<file path="config.mk">
export PLATFORM = sky130hd
export DESIGN_NAME = bvfs_front
export DESIGN_NICKNAME = d
export VERILOG_FILES = /design/src/sv/bvfs_pkg.sv /design/src/sv/bvfs_front.sv
export SDC_FILE = /design/constraint.sdc
export NUM_CORES = 1
export LEC_CHECK = 0
export BUFFER_PORTS_ARGS = -buffer_cell sky130_fd_sc_hd__buf_4
export CORE_MARGIN = 5
export CORE_UTILIZATION = 45
export DETAILED_ROUTE_END_ITERATION = 6
export MAX_ROUTING_LAYER = met4
export PLACE_DENSITY = 0.72
export SLEW_MARGIN = 30
export SYNTH_ARGS = -nofsm -noshare
export SYNTH_HDL_FRONTEND = slang
export SYNTH_SLANG_ARGS = --single-unit
</file>
<file path="constraint.sdc">
create_clock -name clock -period 2.8 [get_ports clock]
set_clock_uncertainty 0.05 [all_clocks]
set_input_delay 0.56 -clock clock [delete_from_list [all_inputs] [get_ports clock]]
set_output_delay 0.56 -clock clock [all_outputs]
set_load 0.05 [all_outputs]
</file>
<file path="src/sv/bvfs_pkg.sv">
// Shared constants, payload types and pipeline structs for the vector field sampler.
package bvfs_pkg;

   localparam int GRID_WIDTH  = 64;
   localparam int GRID_HEIGHT = 64;
   localparam int FRAC_BITS   = 8;

   localparam int DATA_W = 16;
   localparam int CELL_W = DATA_W - FRAC_BITS;
   localparam int X_BITS = $clog2(GRID_WIDTH);
   localparam int Y_BITS = $clog2(GRID_HEIGHT);

   // The grid is split over four banks by the parity of x and y, so the four
   // neighbors of a bilinear sample always sit in four different banks.
   localparam int BANK_COUNT  = 4;
   localparam int BANK_COL_W  = (GRID_WIDTH <= 2) ? 1 : $clog2((GRID_WIDTH + 1) / 2);
   localparam int BANK_ROW_W  = (GRID_HEIGHT <= 2) ? 1 : $clog2((GRID_HEIGHT + 1) / 2);
   localparam int BANK_ADDR_W = BANK_COL_W + BANK_ROW_W;
   localparam int BANK_DEPTH  = 1 << BANK_ADDR_W;
   localparam int RAM_W       = 2 * DATA_W;

   localparam int WT_W   = FRAC_BITS + 1;
   localparam int PROD_W = DATA_W + WT_W + 1;
   localparam int ROW_W  = DATA_W + FRAC_BITS;
   localparam int PSUM_W = ROW_W + WT_W + 1;
   localparam int SUM_W  = DATA_W + 2 * FRAC_BITS;

   localparam logic [WT_W-1:0]  ONE_FIX    = WT_W'(1) << FRAC_BITS;
   localparam logic [SUM_W-1:0] TRUNC_BIAS = SUM_W'((1 << (2 * FRAC_BITS)) - 1);

   localparam int CMDQ_DEPTH = 4;
   localparam int CMDQ_PTR_W = $clog2(CMDQ_DEPTH);
   localparam int CMDQ_CNT_W = $clog2(CMDQ_DEPTH + 1);
   localparam int RSPQ_DEPTH = 8;
   localparam int RSPQ_PTR_W = $clog2(RSPQ_DEPTH);
   localparam int RSPQ_CNT_W = $clog2(RSPQ_DEPTH + 1);

   typedef enum logic [1:0] {
      ACT_WRITE    = 2'd0,
      ACT_NEAREST  = 2'd1,
      ACT_BILINEAR = 2'd2
   } act_type;

   typedef struct packed {
      logic [1:0]               action;
      logic signed [DATA_W-1:0] pos_x;
      logic signed [DATA_W-1:0] pos_y;
      logic signed [DATA_W-1:0] value_x;
      logic signed [DATA_W-1:0] value_y;
   } req_type;

   typedef struct packed {
      logic signed [DATA_W-1:0] vec_x;
      logic signed [DATA_W-1:0] vec_y;
      logic                     inside_res;
   } rsp_type;

   typedef struct packed {
      act_type                  act;
      logic                     in_bounds;
      logic [X_BITS-1:0]        x0;
      logic [Y_BITS-1:0]        y0;
      logic [FRAC_BITS-1:0]     tx;
      logic [FRAC_BITS-1:0]     ty;
      logic signed [DATA_W-1:0] value_x;
      logic signed [DATA_W-1:0] value_y;
   } cmd_type;

   typedef struct packed {
      logic    valid;
      cmd_type cmd;
   } cmd_link_type;

   typedef struct packed {
      act_type              act;
      logic                 in_bounds;
      logic                 x_odd;
      logic                 y_odd;
      logic [FRAC_BITS-1:0] tx;
      logic [FRAC_BITS-1:0] ty;
   } meta_type;

   // Corner order: 0 = (x0,y0), 1 = (x0+1,y0), 2 = (x0,y0+1), 3 = (x0+1,y0+1).
   typedef struct packed {
      logic                                valid;
      meta_type                            meta;
      logic [BANK_COUNT-1:0][RAM_W-1:0]    corner;
   } samp_type;

endpackage

</file>
<file path="src/sv/bvfs_front.sv">
// Front end: classifies incoming items and holds them in a short command queue.
module bvfs_front (
   input  logic                  clock,
   input  logic                  reset,
   input  logic                  push,
   output logic                  full,
   input  bvfs_pkg::req_type     req_data,
   input  logic                  cmd_pop,
   output bvfs_pkg::cmd_link_type cmd_link
);

   logic signed [bvfs_pkg::CELL_W-1:0] cell_x;
   logic signed [bvfs_pkg::CELL_W-1:0] cell_y;
   logic [bvfs_pkg::CELL_W-2:0]        mag_x;
   logic [bvfs_pkg::CELL_W-2:0]        mag_y;
   logic                               grid_x;
   logic                               grid_y;
   logic                               lerp_x;
   logic                               lerp_y;
   logic                               accept;
   bvfs_pkg::cmd_type                  cmd_in;

   bvfs_pkg::cmd_type                  cmdq_ff [bvfs_pkg::CMDQ_DEPTH];
   logic [bvfs_pkg::CMDQ_PTR_W-1:0]    wr_ptr_ff, wr_ptr_in;
   logic [bvfs_pkg::CMDQ_PTR_W-1:0]    rd_ptr_ff, rd_ptr_in;
   logic [bvfs_pkg::CMDQ_CNT_W-1:0]    count_ff, count_in;

   // The cell of a position is its floor, which is the arithmetic shift of the
   // fixed-point value; the sign bit tells a negative cell at once.
   assign cell_x = req_data.pos_x[bvfs_pkg::DATA_W-1:bvfs_pkg::FRAC_BITS];
   assign cell_y = req_data.pos_y[bvfs_pkg::DATA_W-1:bvfs_pkg::FRAC_BITS];
   assign mag_x  = cell_x[bvfs_pkg::CELL_W-2:0];
   assign mag_y  = cell_y[bvfs_pkg::CELL_W-2:0];

   assign grid_x = !cell_x[bvfs_pkg::CELL_W-1]
                   && (32'(mag_x) < 32'(bvfs_pkg::GRID_WIDTH));
   assign grid_y = !cell_y[bvfs_pkg::CELL_W-1]
                   && (32'(mag_y) < 32'(bvfs_pkg::GRID_HEIGHT));
   assign lerp_x = !cell_x[bvfs_pkg::CELL_W-1]
                   && (32'(mag_x) < 32'(bvfs_pkg::GRID_WIDTH - 1));
   assign lerp_y = !cell_y[bvfs_pkg::CELL_W-1]
                   && (32'(mag_y) < 32'(bvfs_pkg::GRID_HEIGHT - 1));

   always_comb begin
      cmd_in.act       = bvfs_pkg::ACT_WRITE;
      cmd_in.in_bounds = 1'b0;
      cmd_in.x0        = bvfs_pkg::X_BITS'(mag_x);
      cmd_in.y0        = bvfs_pkg::Y_BITS'(mag_y);
      cmd_in.tx        = req_data.pos_x[bvfs_pkg::FRAC_BITS-1:0];
      cmd_in.ty        = req_data.pos_y[bvfs_pkg::FRAC_BITS-1:0];
      cmd_in.value_x   = req_data.value_x;
      cmd_in.value_y   = req_data.value_y;
      case (req_data.action)
         bvfs_pkg::ACT_WRITE: begin
            cmd_in.act       = bvfs_pkg::ACT_WRITE;
            cmd_in.in_bounds = grid_x && grid_y;
         end
         bvfs_pkg::ACT_NEAREST: begin
            cmd_in.act       = bvfs_pkg::ACT_NEAREST;
            cmd_in.in_bounds = grid_x && grid_y;
         end
         bvfs_pkg::ACT_BILINEAR: begin
            cmd_in.act       = bvfs_pkg::ACT_BILINEAR;
            cmd_in.in_bounds = lerp_x && lerp_y;
         end
         default: begin
            // An unused action behaves as a write that falls outside the grid.
            cmd_in.act       = bvfs_pkg::ACT_WRITE;
            cmd_in.in_bounds = 1'b0;
         end
      endcase
   end

   assign full   = (count_ff == bvfs_pkg::CMDQ_CNT_W'(bvfs_pkg::CMDQ_DEPTH));
   assign accept = push && !full;

   always_comb begin
      wr_ptr_in = accept ? wr_ptr_ff + 1'b1 : wr_ptr_ff;
      rd_ptr_in = cmd_pop ? rd_ptr_ff + 1'b1 : rd_ptr_ff;
      count_in  = count_ff + bvfs_pkg::CMDQ_CNT_W'(accept)
                  - bvfs_pkg::CMDQ_CNT_W'(cmd_pop);
   end

   always_ff @(posedge clock) begin
      if (reset) begin
         wr_ptr_ff <= '0;
         rd_ptr_ff <= '0;
         count_ff  <= '0;
      end else begin
         wr_ptr_ff <= wr_ptr_in;
         rd_ptr_ff <= rd_ptr_in;
         count_ff  <= count_in;
      end
   end

   always_ff @(posedge clock) begin
      if (accept) begin
         cmdq_ff[wr_ptr_ff] <= cmd_in;
      end
   end

   assign cmd_link.valid = (count_ff != '0);
   assign cmd_link.cmd   = cmdq_ff[rd_ptr_ff];

endmodule

</file>
==> impl_metrics.py <==
metrics = {
    "die": {
        "dieArea_sq_um": 24500,
        "start_util_pct": 45.8,
        "die_h_um": 157,
        "num_rows": 53,
        "die_w_um": 157,
        "boundaryPins": 135,
        "core_sq_um": 21100,
    },
    "setup_path": {
        "r2r-start": "count_ff[1]$_SDFF_PP0_",
        "reg2reg_depth": 4,
        "critPathTopFamily": "buffers and inverters",
        "setup.worst_path.class": "reg -> out",
        "slowest_stage": "dfxtp_4",
        "r2r-end": "cmdq_ff[2][15]$_DFFE_PP_",
        "reg2reg_slack_ns": 0.64,
        "crit_buf_inv": 2,
        "slowest_delay_ns": 0.54,
        "cp.required_ns": 2.19,
        "worst_setup_path_start_kind": "register",
        "end_kind": "output port",
        "endpoint": "cmd_link[26]",
        "path_cells": "buf_4 -> mux4_2 -> buf_4",
        "critPathMaxFanout": 19,
        "crit_cells": 3,
        "cp_common_cell": "buf_4",
        "arrival_ns": 1.97,
    },
    "drt": {
        "remaining_drc_errors": 0,
        "ant_nets": 0,
        "first_pass_iters": 7,
        "vias": 4359,
        "wl_um": 17200,
        "wl_per_cell_um": 20.4,
        "drt-initial-drc-count": 180,
        "vias_per_cell": 5.18,
    },
    "synthesis": {
        "synthMuxAreaShare_pct": 14.9,
        "yosys_warnings": 0,
        "synth_top_family_by_area": "multiplexers",
        "syn_area_per_cell_sq_um": 25.2,
        "synth-edff-count": 252,
        "ys_ff_latch": 261,
        "synth-simple-area-share_pct": 1.32,
        "synth_compound_area_share_pct": 0.168,
        "syn_area_sq_um": 9660,
        "synth_adder_area_share_pct": 0.984,
        "yosysSeqAreaShare_pct": 80.2,
        "synthesis.nets": 460,
        "synth_xor_area_share_pct": 0.453,
        "synth_cell_type_count": 26,
        "synth-main-ff-cell": "edfxtp_1",
        "async_flop_share_pct": 0,
        "netlist_instances": 383,
    },
    "global_routing": {
        "gr-total-overflow": 0,
        "gr-usage-all-layers_pct": 14.6,
        "grt_max_degree": 64,
        "grt_pass1_vias": 4871,
        "antenna_found_initial": 0,
        "grt_first_pass_wirelength_um": 26800,
    },
    "power_and_ir_drop": {
        "peakVddDrop_mv": 0.540,
        "power_density_nw_per_um2": 886,
        "p_leak_nw": 4.07,
    },
    "sta": {
        "slew_headroom_pct": 54.4,
        "fin_setup_tns_ns": 0,
        "final_hold_viol_count": 0,
        "tightestPinTransition_ns": 0.683,
        "period_needed_ns": 2.58,
        "grt_setup_unrepaired": "no",
        "fmaxAchievable_mhz": 387,
        "setup_violations": 0,
        "fin_crit_sh_pct": 92.3,
        "hold-worst-slack_ns": 0.198,
        "final_max_slew_viol_count": 0,
    },
    "min_path": {
        "hold_class": "in -> reg",
    },
    "clocking": {
        "clock_sinks": 261,
        "cts_resized": 0,
        "holdBufCountCts": 0,
        "cts_tree": "built",
        "ctsHtreeMaxLevel": 1,
        "postCtsSetupBuffers": 0,
        "cts_made_buffers": 27,
        "cts.root.buffer_cell": "clkbuf_16",
        "clkTransAtPathRegs_ns": 0.06,
        "cts_max_path_buffers": 3,
        "insertion_delay_ns": 0.51,
    },
    "placed_design": {
        "place_congestion": 0.725,
        "placed_cell_area_sq_um": 11100,
        "place.port_buffers": 134,
        "dp_hpwl_um": 10700,
        "dpl.cell_count": 789,
    },
    "run": {
        "cap_violations": 0,
    },
    "cells_and_area": {
        "fin_cells": 841,
        "area_growth_syn_to_layout_pct": 23.8,
        "layout-drive-gt1-share_pct": 45.1,
        "register_area_sq_um": 7750,
        "final_cell_area_sq_um": 12000,
        "num-nets-final": 626,
        "n_antenna_cell": 0,
        "utilization_pct": 56.7,
        "multi_input_area_sq_um": 1730,
        "fill_cells": 1568,
    },
    "run_status": {
        "status": "finished clean",
    },
}
[sequential cells by signal, summed over array words and instances (netlist names), named ones only]
signal,count
count_ff,3
cmdq_ff,252
rd_ptr_ff,2
wr_ptr_ff,2
[per-stage QoR]
stage,setup WS [ns],power (mW)
floorplan,0.432,6.54
global placement,0.526,7.26
detailed placement,0.492,7.33
CTS,0.00769,10.7
global route,0.109,11.0
finish,0.216,10.6
[power breakdown]
group,leakage [nW],internal [mW],switching [mW]
combinational,1.28,0.828,1.50
sequential,2.38,4.77,0.119
clock,0.410,2.04,1.34
[placed cells by master, fill, tap and decap left out, types with 2 or more instances in the layout]
cell type  netlist  final
edfxtp_1       252    252
buf_4            0    142
mux4_2          60     60
clkbuf_16        0     27
buf_12           6     10
clkbuf_1         1      7
dfxtp_1          9      7
inv_1            6      6
nor2_1           6      6
ha_1             6      6
nor2b_1          5      5
and2_4           0      4
xnor2_1          4      4
clkinv_2         0      4
mux4_1           3      3
clkinv_1         0      3
bufinv_16        0      3
nand2_1          2      2
dfxtp_4          0      2
[kinds of logic after synthesis]
logic type	Yosys count
adder cells (fa/ha/maj)	7
XOR/XNOR	5
buffers and inverters	21
AO/OA/AOI/OAI	3
flip-flops	261
AND/OR/NAND/NOR	22
multiplexers	64
[synth_stat cells, types with 2 or more instances]
cell	n	area [sq um]
nor2_1	6	22.5
mux4_1	3	78.8
ha_1	6	75.1
and2_1	4	25.0
nand2_1	2	7.51
mux4_2	60	1350
xnor2_1	4	35.0
buf_12	6	120
nor2b_1	5	31.3
dfxtp_1	9	180
edfxtp_1	252	7570
buf_2	7	35.0
inv_1	6	22.5
[worst register-to-register path, stage by stage, from the launching register on]
cell     delay (ns)
dfxtp_1        0.42
nor3b_2        0.10
nor2b_1        0.55
and2_4         0.27
buf_12         0.34
[layout make-up]
cell class,count,share of cell area (%)
clock buffers,34,5.87
clock inverters,12,1.17
well taps,275,2.88
multi-input cells,101,14.5
inverters,6,0.188
flip-flops and latches,261,64.8
repair buffers,152,10.6
[per-layer routing]
layer	vias to the layer above	track usage [%]	wire, um
li1	1950	-	-
met1	2260	18.7	7030
met2	132	24.3	8880
met3	17	3.18	1060
met4	0	3.26	221
met5	-	-	0
[worst min-delay path by stage]
| stage | start | to | slack, ns | cells past startpoint |
|---|---|---|---|---|
| final | req_data[26] | cmdq_ff[2][26]$_DFFE_PP_ | 0.20 | 1 |
| after global routing | req_data[26] | cmdq_ff[3][26]$_DFFE_PP_ | 0.18 | 1 |
| after CTS | req_data[8] | cmdq_ff[0][8]$_DFFE_PP_ | 0.18 | 1 |
| after detailed placement | rd_ptr_ff[1]$_SDFFE_PP0P_ | register | 0.46 | 2 |
| after global placement | count_ff[2]$_SDFF_PP0_ | count_ff[2]$_SDFF_PP0_ | 0.46 | 2 |
| after floorplan | rd_ptr_ff[1]$_SDFFE_PP0P_ | register | 0.43 | 2 |
Power figures use the tool's default switching activity.
